===== src/rtl/address_range_map_assert.svh =====
// Assertion shorthands shared by the range map modules.
// Both sample on clk and stay quiet while rst is high.
`ifndef ADDRESS_RANGE_MAP_ASSERT_SVH
`define ADDRESS_RANGE_MAP_ASSERT_SVH

// Same-cycle implication.
`define ARM_ASSERT_NOW(label, ante, cons, msg) \
  label: assert property (@(posedge clk) disable iff (rst) (ante) |-> (cons)) \
    else $error(msg);

// Next-cycle implication.
`define ARM_ASSERT_NEXT(label, ante, cons, msg) \
  label: assert property (@(posedge clk) disable iff (rst) (ante) |=> (cons)) \
    else $error(msg);

`endif


===== src/rtl/arm_pkg.sv =====
package arm_pkg;

  localparam int ENTRIES   = 256;
  localparam int ADDR_BITS = 64;
  localparam int TAG_BITS  = 32;

  localparam int CNT_W   = $clog2(ENTRIES);
  localparam int COUNT_W = $clog2(ENTRIES + 1);

  // input word layout, lowest bits first: low_bound, high_bound, entry_tag, probe_addr
  localparam int OFF_LO    = 0;
  localparam int OFF_HI    = ADDR_BITS;
  localparam int OFF_TAG   = 2 * ADDR_BITS;
  localparam int OFF_PROBE = 2 * ADDR_BITS + TAG_BITS;
  localparam int IN_W       = 3 * ADDR_BITS + TAG_BITS;
  localparam int IN_TDATA_W = ((IN_W + 7) / 8) * 8;

  // output word layout, lowest bits first: status, hit, tag_out
  localparam int OUT_W       = 3 + TAG_BITS;
  localparam int OUT_TDATA_W = ((OUT_W + 7) / 8) * 8;

  localparam logic [1:0] FUNC_INSERT = 2'd0;
  localparam logic [1:0] FUNC_LOOKUP = 2'd1;
  localparam logic [1:0] FUNC_CLOSE  = 2'd2;
  localparam logic [1:0] FUNC_CLEAR  = 2'd3;

  localparam logic [1:0] STAT_OK       = 2'd0;
  localparam logic [1:0] STAT_OVERLAP  = 2'd1;
  localparam logic [1:0] STAT_FULL     = 2'd2;
  localparam logic [1:0] STAT_BADRANGE = 2'd3;

  // upper bound given to the highest range by a close: all ones minus one
  localparam logic [ADDR_BITS-1:0] TOP_HIGH = {{(ADDR_BITS - 1){1'b1}}, 1'b0};

  typedef struct packed {
    logic                 start;
    logic                 run;
    logic                 ins_wr;
    logic                 close_wr;
    logic                 clear;
    logic [ADDR_BITS-1:0] lo;
    logic [ADDR_BITS-1:0] hi;
    logic [ADDR_BITS-1:0] probe;
    logic [TAG_BITS-1:0]  tag;
  } cell_cmd_t;

  // result token walking down the chain
  typedef struct packed {
    logic                found;
    logic                ovl;
    logic [TAG_BITS-1:0] tag;
  } tok_t;

  // lower bound circulating around the ring during a close
  typedef struct packed {
    logic                 v;
    logic [ADDR_BITS-1:0] low;
  } circ_t;

endpackage


===== src/rtl/arm_cell.sv =====
`include "address_range_map_assert.svh"

module arm_cell (
  input  logic              clk,
  input  logic              rst,
  input  arm_pkg::cell_cmd_t cmd,
  input  logic              prev_valid,
  input  arm_pkg::tok_t     tok_in,
  input  arm_pkg::circ_t    circ_in,
  output logic              valid,
  output arm_pkg::tok_t     tok_out,
  output arm_pkg::circ_t    circ_out
);

  logic [arm_pkg::ADDR_BITS-1:0] low;
  logic [arm_pkg::ADDR_BITS-1:0] high;
  logic [arm_pkg::TAG_BITS-1:0]  tag;
  logic [arm_pkg::ADDR_BITS-1:0] best;
  logic                          best_f;
  arm_pkg::circ_t                circ;
  arm_pkg::tok_t                 tok;

  logic my_hit;
  logic my_ovl;
  logic c_take;

  assign my_hit = valid && (cmd.probe >= low) && (cmd.probe <= high);
  assign my_ovl = valid && !((cmd.hi <= low) || (cmd.lo >= high));
  assign c_take = circ.v && (circ.low > low) && (!best_f || (circ.low < best));

  always_ff @(posedge clk) begin
    if (rst) begin
      valid <= 1'b0;
    end else if (cmd.clear) begin
      valid <= 1'b0;
    end else if (cmd.ins_wr && !valid && prev_valid) begin
      valid <= 1'b1;
    end
  end

  always_ff @(posedge clk) begin
    // the first empty cell behind a full one takes the new range
    if (cmd.ins_wr && !valid && prev_valid) begin
      low  <= cmd.lo;
      high <= cmd.hi;
      tag  <= cmd.tag;
    end else if (cmd.close_wr && valid) begin
      high <= best_f ? (best - arm_pkg::ADDR_BITS'(1)) : arm_pkg::TOP_HIGH;
    end

    // pass the token one cell on; the earliest hit keeps its tag
    tok.found <= tok_in.found | my_hit;
    tok.ovl   <= tok_in.ovl | my_ovl;
    tok.tag   <= tok_in.found ? tok_in.tag : (my_hit ? tag : '0);

    // rotate the lower bounds and keep the smallest one above our own
    if (cmd.start) begin
      circ.v   <= valid;
      circ.low <= low;
      best_f   <= 1'b0;
    end else begin
      circ <= circ_in;
      if (cmd.run && c_take) begin
        best   <= circ.low;
        best_f <= 1'b1;
      end
    end
  end

  assign tok_out  = tok;
  assign circ_out = circ;

  `ARM_ASSERT_NOW(a_valid_prefix, !prev_valid, !valid, "valid cell behind an empty cell")
  `ARM_ASSERT_NEXT(a_clear_empties, cmd.clear, !valid, "cell still valid after clear")

endmodule


===== config.mk =====
export PLATFORM = sky130hd
export DESIGN_NAME = arm_cell
export DESIGN_NICKNAME = d
export VERILOG_FILES = /design/src/rtl/arm_pkg.sv /design/src/rtl/arm_cell.sv
export VERILOG_INCLUDE_DIRS = /design/src /design/src/rtl
export SDC_FILE = /design/constraint.sdc
export NUM_CORES = 1
export LEC_CHECK = 0
export CAP_MARGIN = 20
export CORE_UTILIZATION = 51
export CTS_CLUSTER_SIZE = 12
export DETAILED_ROUTE_END_ITERATION = 10
export DONT_BUFFER_PORTS = 1
export PLACE_DENSITY = 0.67
export SYNTH_ARGS = -nofsm -noshare
export SYNTH_HDL_FRONTEND = slang
export SYNTH_SLANG_ARGS = --single-unit

===== constraint.sdc =====
create_clock -name clk -period 5.85 [get_ports clk]
set_input_delay 0.585 -clock clk [delete_from_list [all_inputs] [get_ports clk]]
set_output_delay 0.585 -clock clk [all_outputs]
set_load 0.05 [all_outputs]

---- Word level (Yosys, flattened, before mapping) ----
Index checks and enable logic that the tools add are counted.
word-level totals
  register bits after elaboration ......... 325
  bits of input ports ..................... 331
  output and inout bits ................... 100
  logic and storage cells ................. 44
cells by class
  reduce and logical (&&, ||, !) cells .... 17
  $lt $le $gt $ge ......................... 6
  muxes and demuxes ....................... 6
  bitwise gates (word level) .............. 3
  $add $sub $neg .......................... 1
operators by type and width
  kind                                                                   number
  64-bit 2-to-1 mux                                                      3
  64-bit greater-or-equal comparator                                     2
  64-bit less-or-equal comparator                                        2
  65-bit 2-to-1 mux                                                      1
  64-bit greater-than comparator                                         1
  64-bit < comparator                                                    1
  32-bit 2-to-1 mux                                                      2
  64-bit by 1-bit subtractor with 64-bit output (second input constant)  1
  1-bit logical AND                                                      9
  1-bit logical NOT                                                      3
  1-bit logical OR                                                       2
  1-bit bitwise OR                                                       2
  2-bit AND reduction                                                    1
  2-bit nonzero test                                                     1
  2-bit OR reduction                                                     1
  1-bit inverter                                                         1

---- Depth between registers and ports, before layout ----
  word-level depth ........................ 5
  depth in mapped cells ................... 11
  gate-level depth less buffers ........... 10

---- Least setup slack after synthesis ----
Ideal clock, no wire load.
  kind .................................... register to register
  from .................................... reg circ (netlist bit circ_out[13])
  to ...................................... reg best[0] (netlist name) (enable)
  arrival ................................. 5.200 ns
  path buffers ............................ 0
  library setup time ...................... 0.507 ns
  slack ................................... 0.143 ns
  clock period less this slack ............ 5.707 ns
  data required time ...................... 5.343 ns
  cell stages (with the launch flop) ...... 10
  path through ............................ dfxtp_1 > ha_1 > a21o_1 > a21o_1 > a21oi_1 > a211oi_1 > a211oi_1 > o21ai_0 > a31o_1 > a21oi_1
on the way
  word-level cells in the longest chain between the ends .. 5
  elaborated cells between the ends (all ways) .. 7
  those cells by class .................... order compare: 2; reduce/logical: 5
RTL lines
  element                                                                RTL line        RTL
  start, declared                                                        arm_cell.sv:20  arm_pkg::circ_t circ;
  start signal, assigned                                                 arm_cell.sv:62  circ <= circ_in;
  64-bit greater-than comparator or 64-bit < comparator (tied branches)  arm_cell.sv:29  assign c_take = circ.v && (circ.low > low) && (!best_f || (circ.low < best));
  1-bit logical AND or 1-bit logical OR (tied branches)                  arm_cell.sv:29
  1-bit logical AND (*)                                                  arm_cell.sv:29
  1-bit logical AND (*)                                                  arm_cell.sv:63  if (cmd.run && c_take) begin
  2-bit AND reduction (no line) (*)                                      n/a
  end signal, assigned                                                   arm_cell.sv:64  best <= circ.low;
  end, declared                                                          arm_cell.sv:18  logic [arm_pkg::ADDR_BITS-1:0] best;
Mark *: on every way between the ends. The rest lies on a longest branch, timed or not.
A chain may end at the register's enable or synchronous reset.

---- Worst setup path after layout ----
  from .................................... reg high[61] (netlist name)
  to ...................................... reg tok (netlist bit tok_out[5])
on the way
  word-level cells in the longest chain between the ends .. 4
RTL lines
  element                          RTL line        RTL
  start, declared                  arm_cell.sv:16  logic [arm_pkg::ADDR_BITS-1:0] high;
  start signal, assigned           arm_cell.sv:45  high <= cmd.hi;
  start signal, assigned           arm_cell.sv:48  high <= best_f ? (best - arm_pkg::ADDR_BITS'(1)) : arm_pkg::TOP_HIGH;
  64-bit less-or-equal comparator  arm_cell.sv:27  assign my_hit = valid && (cmd.probe >= low) && (cmd.probe <= high);
  1-bit logical AND                arm_cell.sv:27
  32-bit 2-to-1 mux (2 in a row)   arm_cell.sv:54  tok.tag <= tok_in.found ? tok_in.tag : (my_hit ? tag : '0);
  end, declared                    arm_cell.sv:21  arm_pkg::tok_t tok;
Every way passes these cells.

==> summary.md <==
| Metric | Value |
|---|---|
| Routed met2 length | `around 30 mm` |
| Post-Syn Nets | `roughly 2600` |
| Fin. Hold Viols | `0` |
| Synth Warn # | `0` |
| Post_cts resized | `0` |
| Max Fclk | `roughly 0.25 GHz` |
| Ports | `~430` |
| Share of the synthesized area in the top cell type | `between 30% and 40%` |
| HPWL after DPL | `around 50 mm` |
| Kind of end point of the critical path | `register` |
| Hold Buf Count CTS | `0` |
| Clock buffer count from CTS | `38` |
| Data arrival time of the worst path | `approximately 4.5 ns` |
| Synthesized cell area | `between 20000 and 25000 sq um` |
| Share of cells above drive strength 1 | `roughly 7.6%` |
| Die Height | `~200 microns` |
| Post-Syn Area per Cell | `roughly 11 sq um` |
| Status | `complete, no violations` |
| NumNets Final | `~2600` |
| Root Buffer Master | `clkbuf_16` |
| CTS tree | `yes` |
| Port bufs | `0` |
| Least-Margin Pin Slew | `slightly above 1 ns` |
| Die area | `41000 sq um` |
| Via/cell ratio | `slightly above 6` |
| Wire per inst | `roughly 25 microns` |
| Yosys top cell by area | `edfxtp_1` |
| TritonRoute pass-1 iters | `5` |
| Highest Signal Layer | `met4` |
| Slew Limit Fails | `0` |
| Max-cap viol count | `0` |
| Vias in the first global route | `around 15000` |
| First-pass GRT wire length | `93.1 mm` |
| Ys flop type | `edfxtp_1` |
| DRT iter0 DRCs | `roughly 1100` |
| Post-synthesis sequential area ratio | `a little over two fifths` |
| FF+latch count, synth | `325` |
| Die Wd | `slightly above 200 microns` |
| Crit path kind | `reg -> reg` |
| Total power | `roughly 5.9 mW` |
| Row Count | `between 70 and 80` |
| Pin count of the biggest net entering global routing | `76` |
| FFs w/ async S/R, synth | `0%` |
| Met1 wire length | `25.8 mm` |
| Top cells by area, synth | `edfxtp_1, ha_1, dfxtp_1` |
| Worst min path class | `in -> reg` |
| Number of flops mapped to enable cells by yosys | `224` |
| Most common cell after layout, fill and taps aside | `ha_1` |
| Slew HR | `roughly 32%` |
| Post-CTS Setup Bufs | `0` |
| Max clock buf depth | `3` |
| Pwr Density | `264 nW/um^2` |
| Final setup vio count | `0` |
| Clock Latency Late Sink | `~0.56 ns` |
| RSZ-0062 raised after global routing | `no` |
| Htree depth | `2` |
| Metal3 WL | `5.13 mm` |
| Crit Path Max Fanout | `32` |
| Area growth from synthesis to layout | `9.22%` |
| CP startpoint kind | `register` |
| Peak VDD IR | `0.246 mV` |
| CP required | `6.27 ns` |
| Clock Sinks | `around 330` |
| Setup tns final | `0 ns` |
| Minimum clock period | `4.04 ns` |
| DR vias | `roughly 15000` |
| Antenna violations before repair | `3` |
| WL final | `62.5 mm` |
| Placer Congestion | `around 0.93` |
| LEAKAGE | `9.97 nW` |
| Tot GR Track Use | `between 30% and 40%` |
| Drt drc | `0` |
| Clk slew on worst S/H paths | `around 0.06 ns` |
| Starting Density | `51.6%` |
| Core box area | `around 40000 sq um` |
| ANT nets after route | `0` |
| Gr ovfl total | `0` |
| Commonest cells after routing, fill and taps aside | `ha_1, edfxtp_1, inv_1, a21oi_1, nor2_1` |
| Post-Syn Instances | `1893` |
| Clock Skew | `approximately 0.026 ns` |
| Period Utilization, post-route | `69.1%` |
| Unique cell type count in the Yosys netlist | `64` |
cells by family (layout without fill, tap and decap cells):
family	count (synthesis)	count (layout)	synth area share [%]
compound gates	429	429	13.4
simple gates	397	397	10.2
fa+ha+maj	384	384	23.4
flops	325	325	42.6
buf+inv	235	281	4.34
mux	65	65	3.57
xor+xnor	58	58	2.48
other cells	0	2	0
synth_stat cells, types with 3 or more instances:
library cell and count:
o31ai_1 5, ha_1 384, edfxtp_1 224, nand3_1 28, inv_1 204, xnor2_1 58, o2111ai_1 3, or4_1 8
nor2b_1 12, a211oi_1 19, or3_1 4, clkbuf_1 28, a21o_1 85, or4_4 3, nand2_1 65, nor4_2 4
and2_1 3, dfxtp_1 101, a31oi_1 16, o211ai_1 10, o21ai_0 52, a211o_1 4, o21a_1 8, a21oi_1 163
nand4_1 74, a221o_1 3, mux2_2 65, o21bai_1 3, nor3_1 30, nor4_1 15, nand2b_1 6, a221oi_1 7
nor2_1 114, and3_1 9, a22o_1 33, and4_1 8
state kept, by name, indices dropped and copies added (netlist names):
signal    count
circ_out     65
best_f        1
low          64
high         64
tag          32
best         64
tok_out      34
valid         1
through the flow:
step | utilization [%] | setup WS [ns] | instances | cell area [sq um] | hold slack (ns)
final | 56.4 | 1.81 | 2466 | 22400 | 0.113
after detailed placement | 53.2 | 1.34 | 2394 | 21100 | 0.442
after global placement | 53.2 | 1.38 | 2393 | 21100 | 0.438
after global routing | 56.4 | 1.48 | 2466 | 22400 | 0.0941
after CTS | 56.3 | 1.50 | 2463 | 22400 | 0.0794
after floorplan | - | 0.143 | 1893 | 20500 | 0.436
critical path, cell delays in order (launching register included):
cell      delay (ns)
edfxtp_1        0.35
inv_1           0.08
ha_1            0.30
nand4_1         0.23
nor4_1          0.76
and3_1          0.33
nor4b_1         0.73
a211oi_1        0.20
a21oi_1         0.38
nor3_2          0.06
buf_4           0.25
a22o_1          0.23
routing by layer:
metal  vias to the layer above  GRT usage, %
met4                         0          10.2
met2                       572          50.3
li1                       7116             -
met5                         -             0
met1                      7379          38.1
met3                       103          7.58
worst paths after layout:
| check | to | depth (start not counted) | from | slack [ns] |
|---|---|---|---|---|
| max | tok_out[5]$_DFF_P_ | 11 | high[61]$_DFFE_PP_ | 1.81 |
| min | valid$_SDFFE_PP0P_ | 1 | rst | 0.11 |
| max reg2reg | tok_out[5]$_DFF_P_ | 11 | high[61]$_DFFE_PP_ | 1.81 |
| min reg2reg | tok_out[4]$_DFF_P_ | 1 | tag[4]$_DFFE_PP_ | 0.45 |
area by class of cell:
type | count | area, sq um
Sequential cell | 325 | 8750
Inverter | 204 | 768
Clock inverter | 13 | 150
Timing Repair Buffer | 8 | 82.6
Tap cell | 525 | 657
Antenna cell | 2 | 5.00
Fill cell | 3392 | 17300
Clock buffer | 56 | 1090
Multi-Input combinational cell | 1333 | 10900
where the power goes:
group / leakage [nW] / internal [mW] / switching [mW] / total, mW
sequential: 2.85 / 2.58 / 0.253 / 2.83
clock: 0.600 / 1.43 / 0.975 / 2.40
combinational: 6.52 / 0.290 / 0.384 / 0.674
total: 9.97 / 4.30 / 1.61 / 5.91
Note: power is estimated with default switching activity, not from simulation.
