## config.mk

```make
export PLATFORM = sky130hd
export DESIGN_NAME = arm_ctrl
export DESIGN_NICKNAME = d
export VERILOG_FILES = /design/src/rtl/arm_pkg.sv /design/src/rtl/arm_ctrl.sv
export VERILOG_INCLUDE_DIRS = /design/src /design/src/rtl
export SDC_FILE = /design/constraint.sdc
export NUM_CORES = 1
export LEC_CHECK = 0
export ABC_CLOCK_PERIOD_IN_PS = 9700
export BUFFER_PORTS_ARGS = -buffer_cell sky130_fd_sc_hd__buf_2
export CAP_MARGIN = 20
export CORE_AREA = 8 8 201 203
export CTS_BUF_LIST = sky130_fd_sc_hd__clkbuf_2 sky130_fd_sc_hd__clkbuf_4 sky130_fd_sc_hd__clkbuf_8
export CTS_CLUSTER_DIAMETER = 50
export DETAILED_ROUTE_END_ITERATION = 6
export DIE_AREA = 0 0 209 211
export PLACE_DENSITY = 0.66
export SETUP_SLACK_MARGIN = 0.05
export SLEW_MARGIN = 15
export SYNTH_ARGS = -nofsm -noshare
export SYNTH_HDL_FRONTEND = slang
export SYNTH_SLANG_ARGS = --single-unit
export TNS_END_PERCENT = 20
```

## constraint.sdc

```tcl
create_clock -name clk -period 9.7 [get_ports clk]
set_clock_uncertainty 0.05 [all_clocks]
set_input_delay 0.485 -clock clk [delete_from_list [all_inputs] [get_ports clk]]
set_output_delay 0.485 -clock clk [all_outputs]
set_load 0.01 [all_outputs]
```

## src/rtl/address_range_map_assert.svh

```systemverilog
// Assertion shorthands shared by the range map modules.
// Both sample on clk and stay quiet while rst is high.
`ifndef ADDRESS_RANGE_MAP_ASSERT_SVH
`define ADDRESS_RANGE_MAP_ASSERT_SVH

// Same-cycle implication.
`define ARM_ASSERT_NOW(label, ante, cons, msg) \
  label: assert property (@(posedge clk) disable iff (rst) (ante) |-> (cons)) \
    else $error(msg);

// Next-cycle implication.
`define ARM_ASSERT_NEXT(label, ante, cons, msg) \
  label: assert property (@(posedge clk) disable iff (rst) (ante) |=> (cons)) \
    else $error(msg);

`endif

```

## src/rtl/arm_pkg.sv

```systemverilog
package arm_pkg;

  localparam int ENTRIES   = 256;
  localparam int ADDR_BITS = 64;
  localparam int TAG_BITS  = 32;

  localparam int CNT_W   = $clog2(ENTRIES);
  localparam int COUNT_W = $clog2(ENTRIES + 1);

  // input word layout, lowest bits first: low_bound, high_bound, entry_tag, probe_addr
  localparam int OFF_LO    = 0;
  localparam int OFF_HI    = ADDR_BITS;
  localparam int OFF_TAG   = 2 * ADDR_BITS;
  localparam int OFF_PROBE = 2 * ADDR_BITS + TAG_BITS;
  localparam int IN_W       = 3 * ADDR_BITS + TAG_BITS;
  localparam int IN_TDATA_W = ((IN_W + 7) / 8) * 8;

  // output word layout, lowest bits first: status, hit, tag_out
  localparam int OUT_W       = 3 + TAG_BITS;
  localparam int OUT_TDATA_W = ((OUT_W + 7) / 8) * 8;

  localparam logic [1:0] FUNC_INSERT = 2'd0;
  localparam logic [1:0] FUNC_LOOKUP = 2'd1;
  localparam logic [1:0] FUNC_CLOSE  = 2'd2;
  localparam logic [1:0] FUNC_CLEAR  = 2'd3;

  localparam logic [1:0] STAT_OK       = 2'd0;
  localparam logic [1:0] STAT_OVERLAP  = 2'd1;
  localparam logic [1:0] STAT_FULL     = 2'd2;
  localparam logic [1:0] STAT_BADRANGE = 2'd3;

  // upper bound given to the highest range by a close: all ones minus one
  localparam logic [ADDR_BITS-1:0] TOP_HIGH = {{(ADDR_BITS - 1){1'b1}}, 1'b0};

  typedef struct packed {
    logic                 start;
    logic                 run;
    logic                 ins_wr;
    logic                 close_wr;
    logic                 clear;
    logic [ADDR_BITS-1:0] lo;
    logic [ADDR_BITS-1:0] hi;
    logic [ADDR_BITS-1:0] probe;
    logic [TAG_BITS-1:0]  tag;
  } cell_cmd_t;

  // result token walking down the chain
  typedef struct packed {
    logic                found;
    logic                ovl;
    logic [TAG_BITS-1:0] tag;
  } tok_t;

  // lower bound circulating around the ring during a close
  typedef struct packed {
    logic                 v;
    logic [ADDR_BITS-1:0] low;
  } circ_t;

endpackage

```

## src/rtl/arm_ctrl.sv

```systemverilog
`include "address_range_map_assert.svh"

module arm_ctrl (
  input  logic                            clk,
  input  logic                            rst,
  input  logic                            s_tvalid,
  output logic                            s_tready,
  input  logic [arm_pkg::IN_TDATA_W-1:0]  s_tdata,
  input  logic [1:0]                      s_tuser,
  output logic                            m_tvalid,
  input  logic                            m_tready,
  output logic [arm_pkg::OUT_TDATA_W-1:0] m_tdata,
  input  arm_pkg::tok_t                   tok_last,
  input  logic                            last_valid,
  output arm_pkg::cell_cmd_t              cmd
);

  localparam logic [1:0] ST_IDLE = 2'd0;
  localparam logic [1:0] ST_RUN  = 2'd1;
  localparam logic [1:0] ST_DONE = 2'd2;

  logic [1:0]                      state;
  logic [arm_pkg::CNT_W-1:0]       cnt;
  logic [arm_pkg::COUNT_W-1:0]     count;
  logic [1:0]                      func;
  logic [arm_pkg::ADDR_BITS-1:0]   lo;
  logic [arm_pkg::ADDR_BITS-1:0]   hi;
  logic [arm_pkg::ADDR_BITS-1:0]   probe;
  logic [arm_pkg::TAG_BITS-1:0]    tag;

  logic                            accept;
  logic                            fire;
  logic [1:0]                      status;
  logic                            hit;
  logic [arm_pkg::OUT_TDATA_W-1:0] m_data_next;

  assign s_tready = (state == ST_IDLE);
  assign accept   = s_tvalid && s_tready;
  assign fire     = (state == ST_DONE) && (!m_tvalid || m_tready);

  always_comb begin
    status = arm_pkg::STAT_OK;
    if (func == arm_pkg::FUNC_INSERT) begin
      priority if (lo > hi) begin
        status = arm_pkg::STAT_BADRANGE;
      end else if (count >= arm_pkg::COUNT_W'(arm_pkg::ENTRIES)) begin
        status = arm_pkg::STAT_FULL;
      end else if (tok_last.ovl) begin
        status = arm_pkg::STAT_OVERLAP;
      end else begin
        status = arm_pkg::STAT_OK;
      end
    end
  end

  assign hit = (func == arm_pkg::FUNC_LOOKUP) && tok_last.found;

  always_comb begin
    m_data_next = '0;
    m_data_next[1:0] = status;
    m_data_next[2]   = hit;
    m_data_next[arm_pkg::OUT_W-1:3] = hit ? tok_last.tag : '0;
  end

  always_comb begin
    cmd.start    = accept;
    cmd.run      = (state == ST_RUN);
    cmd.ins_wr   = fire && (func == arm_pkg::FUNC_INSERT) && (status == arm_pkg::STAT_OK);
    cmd.close_wr = fire && (func == arm_pkg::FUNC_CLOSE);
    cmd.clear    = fire && (func == arm_pkg::FUNC_CLEAR);
    cmd.lo       = lo;
    cmd.hi       = hi;
    cmd.probe    = probe;
    cmd.tag      = tag;
  end

  always_ff @(posedge clk) begin
    if (rst) begin
      state    <= ST_IDLE;
      cnt      <= '0;
      count    <= '0;
      m_tvalid <= 1'b0;
    end else begin
      unique case (state)
        ST_IDLE: begin
          if (s_tvalid) begin
            state <= ST_RUN;
            cnt   <= '0;
          end
        end
        ST_RUN: begin
          // one step per cell so the token reaches the chain end
          if (cnt == arm_pkg::CNT_W'(arm_pkg::ENTRIES - 1)) begin
            state <= ST_DONE;
          end else begin
            cnt <= cnt + arm_pkg::CNT_W'(1);
          end
        end
        ST_DONE: begin
          if (fire) begin
            state <= ST_IDLE;
          end
        end
        default: begin
          state <= ST_IDLE;
        end
      endcase

      if (fire) begin
        m_tvalid <= 1'b1;
      end else if (m_tready) begin
        m_tvalid <= 1'b0;
      end

      if (cmd.clear) begin
        count <= '0;
      end else if (cmd.ins_wr) begin
        count <= count + arm_pkg::COUNT_W'(1);
      end
    end
  end

  always_ff @(posedge clk) begin
    if (accept) begin
      func  <= s_tuser;
      lo    <= s_tdata[arm_pkg::OFF_LO +: arm_pkg::ADDR_BITS];
      hi    <= s_tdata[arm_pkg::OFF_HI +: arm_pkg::ADDR_BITS];
      tag   <= s_tdata[arm_pkg::OFF_TAG +: arm_pkg::TAG_BITS];
      probe <= s_tdata[arm_pkg::OFF_PROBE +: arm_pkg::ADDR_BITS];
    end
    if (fire) begin
      m_tdata <= m_data_next;
    end
  end

  `ARM_ASSERT_NOW(a_count_tracks_cells, 1'b1, (count == arm_pkg::COUNT_W'(arm_pkg::ENTRIES)) == last_valid, "fill count disagrees with cell chain")
  `ARM_ASSERT_NEXT(a_accept_starts_walk, accept, (state == ST_RUN) && (cnt == '0), "accepted word did not start a chain walk")
  `ARM_ASSERT_NOW(a_result_from_done, $rose(m_tvalid), $past(state) == ST_DONE, "result raised outside the commit step")
  `ARM_ASSERT_NEXT(a_refused_keeps_count, fire && (func == arm_pkg::FUNC_INSERT) && (status != arm_pkg::STAT_OK), $stable(count), "refused insert changed the fill count")

endmodule

```

Word level (Yosys, flattened, before mapping)
Index checks and enable logic that the tools add are counted.
{"block": "classes", "eq_ne": 10, "reduce_logical": 17, "muxes": 13, "order_cmp": 2, "add_sub_neg": 2}
{"operator": "64-bit > comparator", "count": 1}
{"operator": "8-bit two-way mux", "count": 2}
{"operator": "8-bit one-hot mux with 2 select lines", "count": 1}
{"operator": "2-bit two-way mux", "count": 6}
{"operator": "9-bit by 1-bit adder with 9-bit output, second input constant", "count": 1}
{"operator": "9-bit >= comparator, second input constant", "count": 1}
{"operator": "8-bit by 1-bit adder with 8-bit output, second input constant", "count": 1}
{"operator": "8-bit equality test, second input constant", "count": 1}
{"operator": "1-bit logical AND", "count": 7}
{"operator": "2-bit equality test, second input constant", "count": 3}
{"operator": "2-bit logical NOT", "count": 3}
{"operator": "2-bit inequality test, second input constant", "count": 3}
{"operator": "2-bit one-hot mux with 3 select lines", "count": 1}
{"operator": "3-bit AND reduction", "count": 2}
{"operator": "2-bit by 1-bit equality test with 1-bit output, second input constant", "count": 2}
{"operator": "2-bit nonzero test", "count": 2}
{"operator": "1-bit two-way mux", "count": 3}
{"operator": "2-bit by 1-bit inequality test with 1-bit output, second input constant", "count": 1}
{"operator": "2-bit OR reduction", "count": 1}
{"operator": "1-bit logical NOT", "count": 1}
{"operator": "1-bit logical OR", "count": 1}
{"block": "totals", "regBits": 281}

Longest topological paths before layout
Gate-level depths: netlist of the first run.
{"block": "logic_depth", "word_depth": 6, "ltp_mapped": 11, "mapped_depth_nobuf": 10}

Least setup slack after synthesis of the first run
OpenSTA, ideal clock, no wires.
{"block": "synth_path", "path_type": "reg2reg", "from": "register state[1]", "to": "register cnt[7] in the netlist's numbering", "path_buffers": 0, "required_ns": 9.580, "setup_slack_ns": 2.463, "t_arrival_ns": 7.118, "stages_incl_launch_ff": 7, "cell_sequence": "dfxtp_1 -> nor2_1 -> and2_1 -> o21bai_1 -> nand4_1 -> or3_1 -> a21oi_1"}
{"block": "synth_between", "elab_chain_cells": 3, "elab_cells_between_ends": 7, "cone_classes": "eq/ne (3); mux (1); reduce/logical (3)"}
{"element": "start: declaration", "line_no": "arm_ctrl.sv:22", "text": "logic [1:0] state;"}
{"element": "start signal: assignment", "line_no": "arm_ctrl.sv:79", "text": "state <= ST_IDLE;"}
{"element": "start signal: assignment", "line_no": "arm_ctrl.sv:87", "text": "state <= ST_RUN;"}
{"element": "start signal: assignment", "line_no": "arm_ctrl.sv:94", "text": "state <= ST_DONE;"}
{"element": "2-bit logical NOT (*)"}
{"element": "named net s_tready", "line_no": "arm_ctrl.sv:7", "text": "output logic s_tready,"}
{"element": "2-bit inequality test (no source line) or 2-bit nonzero test (tied branches)"}
{"element": "3-bit AND reduction (no source line)"}
{"element": "end signal: assignment", "line_no": "arm_ctrl.sv:96", "text": "cnt <= cnt + arm_pkg::CNT_W'(1);"}
{"element": "end: declaration", "line_no": "arm_ctrl.sv:23", "text": "logic [arm_pkg::CNT_W-1:0] cnt;"}
Mark *: on every way through the listed nets, which the timed path passes. The rest lies on a longest branch.
A chain may end at the register's enable or synchronous reset.

==> impl_metrics.json, run 1 <==
{
  "run_status": "complete, no violations",
  "maximum_number_of_buffers_from_clock_root_to_sink": 3,
  "worst_r2r_startpoint": "lo[59]",
  "fraction_of_layout_cells_with_a_size_suffix_above_1": 0.416,
  "grt_start_max_net_pins": 75,
  "route.detailed.vias_per_inst": 4.41,
  "hold_path.class": "in2reg",
  "critPathRequiredTime_ns": 9.17,
  "setup_viol_count_final": 0,
  "clkTransAtPathRegs_ns": 0.06,
  "synth_top_area_cell": "sky130_fd_sc_hd__edfxtp_1",
  "cap_viol_max_count": 0,
  "clock_tree_from_tritoncts": "yes",
  "gp_congestion": 0.829,
  "synth_top_family_by_area": "adder cells",
  "first_global_vias": 9855,
  "post_synth_mux_area_share": 0.000932,
  "syn_inst": 661,
  "syn_area_um2": 10700,
  "syn2layout_area_growth_pct": 60.8,
  "fp.dieW_um": 209,
  "maxSlewHeadroom": 0.377,
  "root_buffer": "sky130_fd_sc_hd__clkbuf_8",
  "fin_nets": 1797,
  "number_of_buffers_added_by_the_clock_tree_synthesis_step": 51,
  "floorplan.rows": 71,
  "post_synth_and_or_nand_nor_area_fraction": 0.0700,
  "core-area_um2": 37100,
  "final_core_utilization": 0.465,
  "grt_pass1_wl_um": 58800,
  "async_reset_ff_frac": 0,
  "tightestPinTransition_ns": 0.935,
  "synthFlopType": "sky130_fd_sc_hd__edfxtp_1",
  "synth.top_cells.by_area": "sky130_fd_sc_hd__edfxtp_1 (73%), sky130_fd_sc_hd__ha_1 (7.8%), sky130_fd_sc_hd__dfxtp_1 (3.7%)",
  "grt_setup_unrepaired": "false",
  "avgSynthCellArea_um2": 16.3,
  "yosysTopAreaCellShare": 0.729,
  "drtAntennaViolNets": 0,
  "drt-pass1-iter-count": 5,
  "synth_compound_gate_area_share": 0.0475,
  "yosys.area_share.adder": 0.0780,
  "clock_sinks": 281,
  "final_min_period_over_clock_period": 0.442,
  "final.min_clock_period_ns": 4.29,
  "postLayoutCellArea_um2": 17300,
  "initial_core_util": 0.289,
  "timing.final.hold_violations": 0,
  "clk_latency_ns": 0.61,
  "io_pins": 536,
  "timing.final.ws_setup_ns": 5.41,
  "yosys.cell_types.count": 44,
  "worst-path-max-fanout": 10,
  "routed-via-count": 8759,
  "die_area_um2": 44100,
  "ir_drop_uv": 123,
  "synthesis.yosys.warnings": 0,
  "routed_wire_length_per_instance_um": 19.9,
  "count_of_routing_violations_after_the_opening_detailed_route_iteration": 561,
  "hold_start": "tok_last[28]",
  "cts.htree.levels": 2,
  "dp_slack_ns": 6.13,
  "postCtsSetupRepairBufs": 0,
  "die-height_um": 211,
  "globalRouteOverflowTotal": 0,
  "synthMostInstantiatedCell": "sky130_fd_sc_hd__edfxtp_1",
  "detail_route.wirelength_um": 39600,
  "leading_cell_types_by_count_after_synthesis": "sky130_fd_sc_hd__edfxtp_1 (261), sky130_fd_sc_hd__inv_1 (74), sky130_fd_sc_hd__ha_1 (67)",
  "p_leak_nw": 7.49,
  "hold_slack_ns": 0.115,
  "power_density_nw_per_um2": 168,
  "post_synth_xor_area_fraction": 0.00326,
  "detail_route.drc_violations": 0,
  "antenna_violations_before_repair": 9,
  "accumulated_negative_setup_slack_ns": 0,
  "number_of_synthesized_flops_with_an_enable_pin": 261,
  "worst_setup_path_start_kind": "register",
  "synth-seq-area-share": 0.767,
  "path_class": "reg2out",
  "globalRouteTotalUtil": 0.173,
  "fmax_mhz": 233,
  "postSynthRegisterBits": 281,
  "cp_data_arrival_time_ns": 3.75,
  "endpoint_kind": "output port",
  "crit_path_start": "lo[59]",
  "hpwl_um": 28300,
  "maxSlewViolCount": 0,
  "port_buffers": 529,
  "placement.cell_area_um2": 14000
}
## area by class of cell
| type | count | area [um2] |
|---|---|---|
| clock inverters | 22 | 178 |
| repair buffers | 760 | 4950 |
| clock buffers | 69 | 856 |
| flip-flops and latches | 281 | 8240 |
| well taps | 474 | 593 |
| diodes | 7 | 17.5 |
| multi-input cells | 297 | 2170 |
| fillers | 3265 | 19900 |
| inverters | 74 | 278 |
## worst max-delay path, stage by stage, from the launching register on
cell,delay [ns]
sky130_fd_sc_hd__edfxtp_1,0.43
sky130_fd_sc_hd__ha_1,0.34
sky130_fd_sc_hd__nand4_1,0.14
sky130_fd_sc_hd__or4_4,0.58
sky130_fd_sc_hd__nor4_1,0.67
sky130_fd_sc_hd__o31a_1,0.28
sky130_fd_sc_hd__or3_1,0.14
sky130_fd_sc_hd__o21a_1,0.33
sky130_fd_sc_hd__nor2_1,0.06
sky130_fd_sc_hd__buf_2,0.16
## state kept, by name (all words and copies together), names as in the netlist
signal / flops
cnt: 8
count: 9
func: 2
hi: 64
lo: 64
m_tdata: 35
m_tvalid: 1
probe: 64
state: 2
tag: 32
## stage by stage
step	cells	total power, W
after global placement	1660	0.00171
after detailed placement	1660	0.00172
final	1984	0.00291
after CTS	1977	0.00294
after global routing	1983	0.00303
after floorplan	665	0.00158
## logic make-up (layout without fill, tap and decap cells)
kind of cell | after synthesis | in the layout
flops | 281 | 281
simple gates | 136 | 136
buf+inv | 87 | 925
compound gates | 84 | 84
fa+ha+maj | 67 | 67
xor+xnor | 4 | 4
other cells | 1 | 12
mux | 1 | 1
## power breakdown
| part | switching [W] | leakage, nW | internal [W] |
|---|---|---|---|
| registers | 0.0000295 | 2.61 | 0.00140 |
| logic | 0.000179 | 4.34 | 0.000168 |
| clock network | 0.000505 | 0.542 | 0.000630 |
| total | 0.000714 | 7.49 | 0.00220 |
## repair_timing
| action | in CTS | in global routing |
|---|---|---|
| resized for setup | 0 | 0 |
| endpoints found under the hold margin | 226 | 0 |
| hold buffers | 226 | 0 |
## cells in the final DEF, fill, tap and decap left out, drive strengths merged, types with 5 or more instances in the layout
master,instances
dfxtp,20
clkbuf,69
nand3,11
inv,75
nor2b,5
conb,5
and2,34
nor4,6
clkinv,17
a21oi,40
nand2,21
o21ai,17
nand4,17
buf,534
ha,67
edfxtp,261
or4,5
dlygate4sd3,226
diode,7
nor2,22
## path summary, 6_finish.rpt
check	to	slack, ns	cells after the start
hold reg to reg	cnt[5]	0.45	2
setup reg to reg	count[3]	6.28	9
setup / recovery	cmd[226]	5.41	9
hold / removal	m_tdata[31]	0.12	2
## metal layers
metal / GRT usage / vias up / wire length, um
li1: - / 4074 / -
met1: 0.180 / 4159 / 14100
met2: 0.312 / 447 / 20600
met3: 0.0739 / 75 / 3950
met4: 0.0569 / 4 / 952
met5: 0 / - / 23
(Power assumes the default switching activity.)
==> run 2: changes to the inputs <==
Settings changed: ABC_CLOCK_PERIOD_IN_PS 9700 to 3500, CORE_AREA 8 8 201 203 to 8 8 204 206, DIE_AREA 0 0 209 211 to 0 0 212 214, PLACE_DENSITY 0.66 to 0.67.
Clock period 9.7 ns to 3.5 ns, I/O delays scaled along.
==> impl_metrics.json, run 2 (synthesized netlist as in run 1, its figures left out) <==
{
  "power.combinational.fraction": 0.128,
  "endpoint_kind": "output port",
  "final_min_period_over_clock_period": 0.965,
  "globalRouteTotalUtil": 0.175,
  "maximum_number_of_buffers_from_clock_root_to_sink": 3,
  "final_core_utilization": 0.466,
  "grt_setup_unrepaired": "true",
  "maxSlewViolCount": 0,
  "fraction_of_layout_cells_with_a_size_suffix_above_1": 0.416,
  "leading_cell_types_in_the_layout_fill_and_taps_excluded": "sky130_fd_sc_hd__buf_2 (529), sky130_fd_sc_hd__dlygate4sd3_1 (263), sky130_fd_sc_hd__edfxtp_1 (261), sky130_fd_sc_hd__inv_1 (74), sky130_fd_sc_hd__ha_1 (63)",
  "switching_power_w": 0.00203,
  "run_status": "complete, no violations",
  "internal_power_w": 0.00598,
  "initial_core_util": 0.281,
  "fmax_mhz": 296,
  "p_leak_nw": 7.69,
  "critPathRequiredTime_ns": 3.27,
  "layout.filler_cells": 3298,
  "routed-via-count": 8994,
  "antenna_violations_before_repair": 10,
  "drtAntennaViolNets": 0,
  "port_buffers": 529,
  "timing.final.hold_violations": 0,
  "routed_wire_length_per_instance_um": 20.0,
  "core-area_um2": 38300,
  "clkTransAtPathRegs_ns": 0.06,
  "clk_pwr_share": 0.378,
  "crit_path_start": "lo[60]",
  "cp_data_arrival_time_ns": 3.15,
  "sequentialPowerShare": 0.495,
  "hold_path.class": "in2reg",
  "gp_congestion": 0.837,
  "final.min_clock_period_ns": 3.38,
  "detail_route.drc_violations": 0,
  "ir_drop_uv": 382,
  "clk_latency_ns": 0.62,
  "root_buffer": "sky130_fd_sc_hd__clkbuf_8",
  "clock_tree_from_tritoncts": "yes",
  "route.detailed.vias_per_inst": 4.34,
  "detail_route.wirelength_um": 41500,
  "die-height_um": 214,
  "grt_pass1_wl_um": 60000,
  "syn2layout_area_growth_pct": 65.9,
  "fp.dieW_um": 212,
  "path_class": "reg2out",
  "worst_r2r_startpoint": "hi[15]",
  "hold_start": "tok_last[33]",
  "grt_start_max_net_pins": 127,
  "cap_viol_max_count": 0,
  "hpwl_um": 29000,
  "first_global_vias": 9890,
  "worst_setup_path_start_kind": "register",
  "count_of_routing_violations_after_the_opening_detailed_route_iteration": 443,
  "power_density_nw_per_um2": 449,
  "globalRouteOverflowTotal": 0,
  "final_common_cell": "sky130_fd_sc_hd__buf_2",
  "cts.htree.levels": 2,
  "setup_viol_count_final": 0,
  "die_area_um2": 45400,
  "post-layout-total-power_w": 0.00801,
  "floorplan.rows": 72,
  "maxSlewHeadroom": 0.468,
  "tightestPinTransition_ns": 0.797,
  "fin_nets": 1840,
  "largestRegisters": "hi: 64 flops, lo: 64 flops, probe: 64 flops",
  "worst-path-max-fanout": 6,
  "drt-pass1-iter-count": 5,
  "io_pins": 536,
  "switching_share": 0.254,
  "clock_sinks": 281,
  "number_of_buffers_added_by_the_clock_tree_synthesis_step": 52
}
## run 2: changes by cell type in the layout (fill, tap and decap cells not counted), moves of 3 or more
cell,delta
sky130_fd_sc_hd__ha_1,-4
sky130_fd_sc_hd__dlygate4sd3_1,+37
sky130_fd_sc_hd__clkbuf_4,-4
sky130_fd_sc_hd__ha_4,+4
sky130_fd_sc_hd__clkinv_2,+4
sky130_fd_sc_hd__buf_4,+4
sky130_fd_sc_hd__diode_2,+3
## run 2: cell type report
cell class                      count  area (um2)  share of cell area
Inverter                           74         278              0.0156
Timing Repair Buffer              802        5370               0.301
Tap cell                          518         648              0.0364
Clock inverter                     28         180              0.0101
Antenna cell                       10        25.0             0.00140
Clock buffer                       63         798              0.0448
Multi-Input combinational cell    297        2290               0.129
Sequential cell                   281        8240               0.462
## run 2: what timing repair did
| item | in CTS | in global routing |
|---|---|---|
| hold buffers | 263 | 0 |
| gates resized for setup | 10 | 8 |
| setup buffers | 1 | 3 |
| pin swaps | 4 | 7 |
| endpoints found under the hold margin | 284 | 0 |
| endpoints found under the setup margin | 3 | 1 |
## run 2: power by group through the flow
stage	Combinational (W)	Sequential (W)	Clock, W
after CTS	0.00101	0.00396	0.00310
final	0.00102	0.00396	0.00302
after global placement	0.000742	0.00402	0
after floorplan	0.000239	0.00410	0
after detailed placement	0.000755	0.00402	0
after global routing	0.00112	0.00398	0.00324
## run 2: worst paths after layout
path	endpoint	slack, ns	cells after the start
setup / recovery	cmd[226]	0.12	9
hold / removal	m_tdata[2]	0.12	4
setup reg to reg	m_tdata[1]	0.24	9
hold reg to reg	count[8]	0.44	2
## run 2: stage by stage
stage	std cells	hold slack, ns	area [um2]	setup slack, ns	setup TNS [ns]
floorplan	665	0.194	10800	-0.0156	-0.0563
global placement	1705	0.301	14000	0.101	0
detailed placement	1705	0.303	14000	0.0759	0
CTS	2060	0.0496	17700	0.0542	0
global route	2070	0.0889	17800	-0.00707	-0.00707
finish	2073	0.118	17800	0.121	0
## run 2: critical path: stages (launching register included)
cell and delay (ns):
sky130_fd_sc_hd__edfxtp_1 0.45, sky130_fd_sc_hd__ha_4 0.31, sky130_fd_sc_hd__nand4_4 0.09, sky130_fd_sc_hd__or4_4 0.58, sky130_fd_sc_hd__nor4_4 0.34, sky130_fd_sc_hd__and3_4 0.24
sky130_fd_sc_hd__a32o_2 0.15, sky130_fd_sc_hd__o21a_4 0.16, sky130_fd_sc_hd__nor2_1 0.04, sky130_fd_sc_hd__buf_2 0.16
## run 2: metal layers
layer	vias up	track usage	wire (um)
met3	82	0.0617	3970
met4	0	0.0681	1140
met5	-	0	0
met2	465	0.317	21600
li1	4168	-	-
met1	4279	0.181	14800
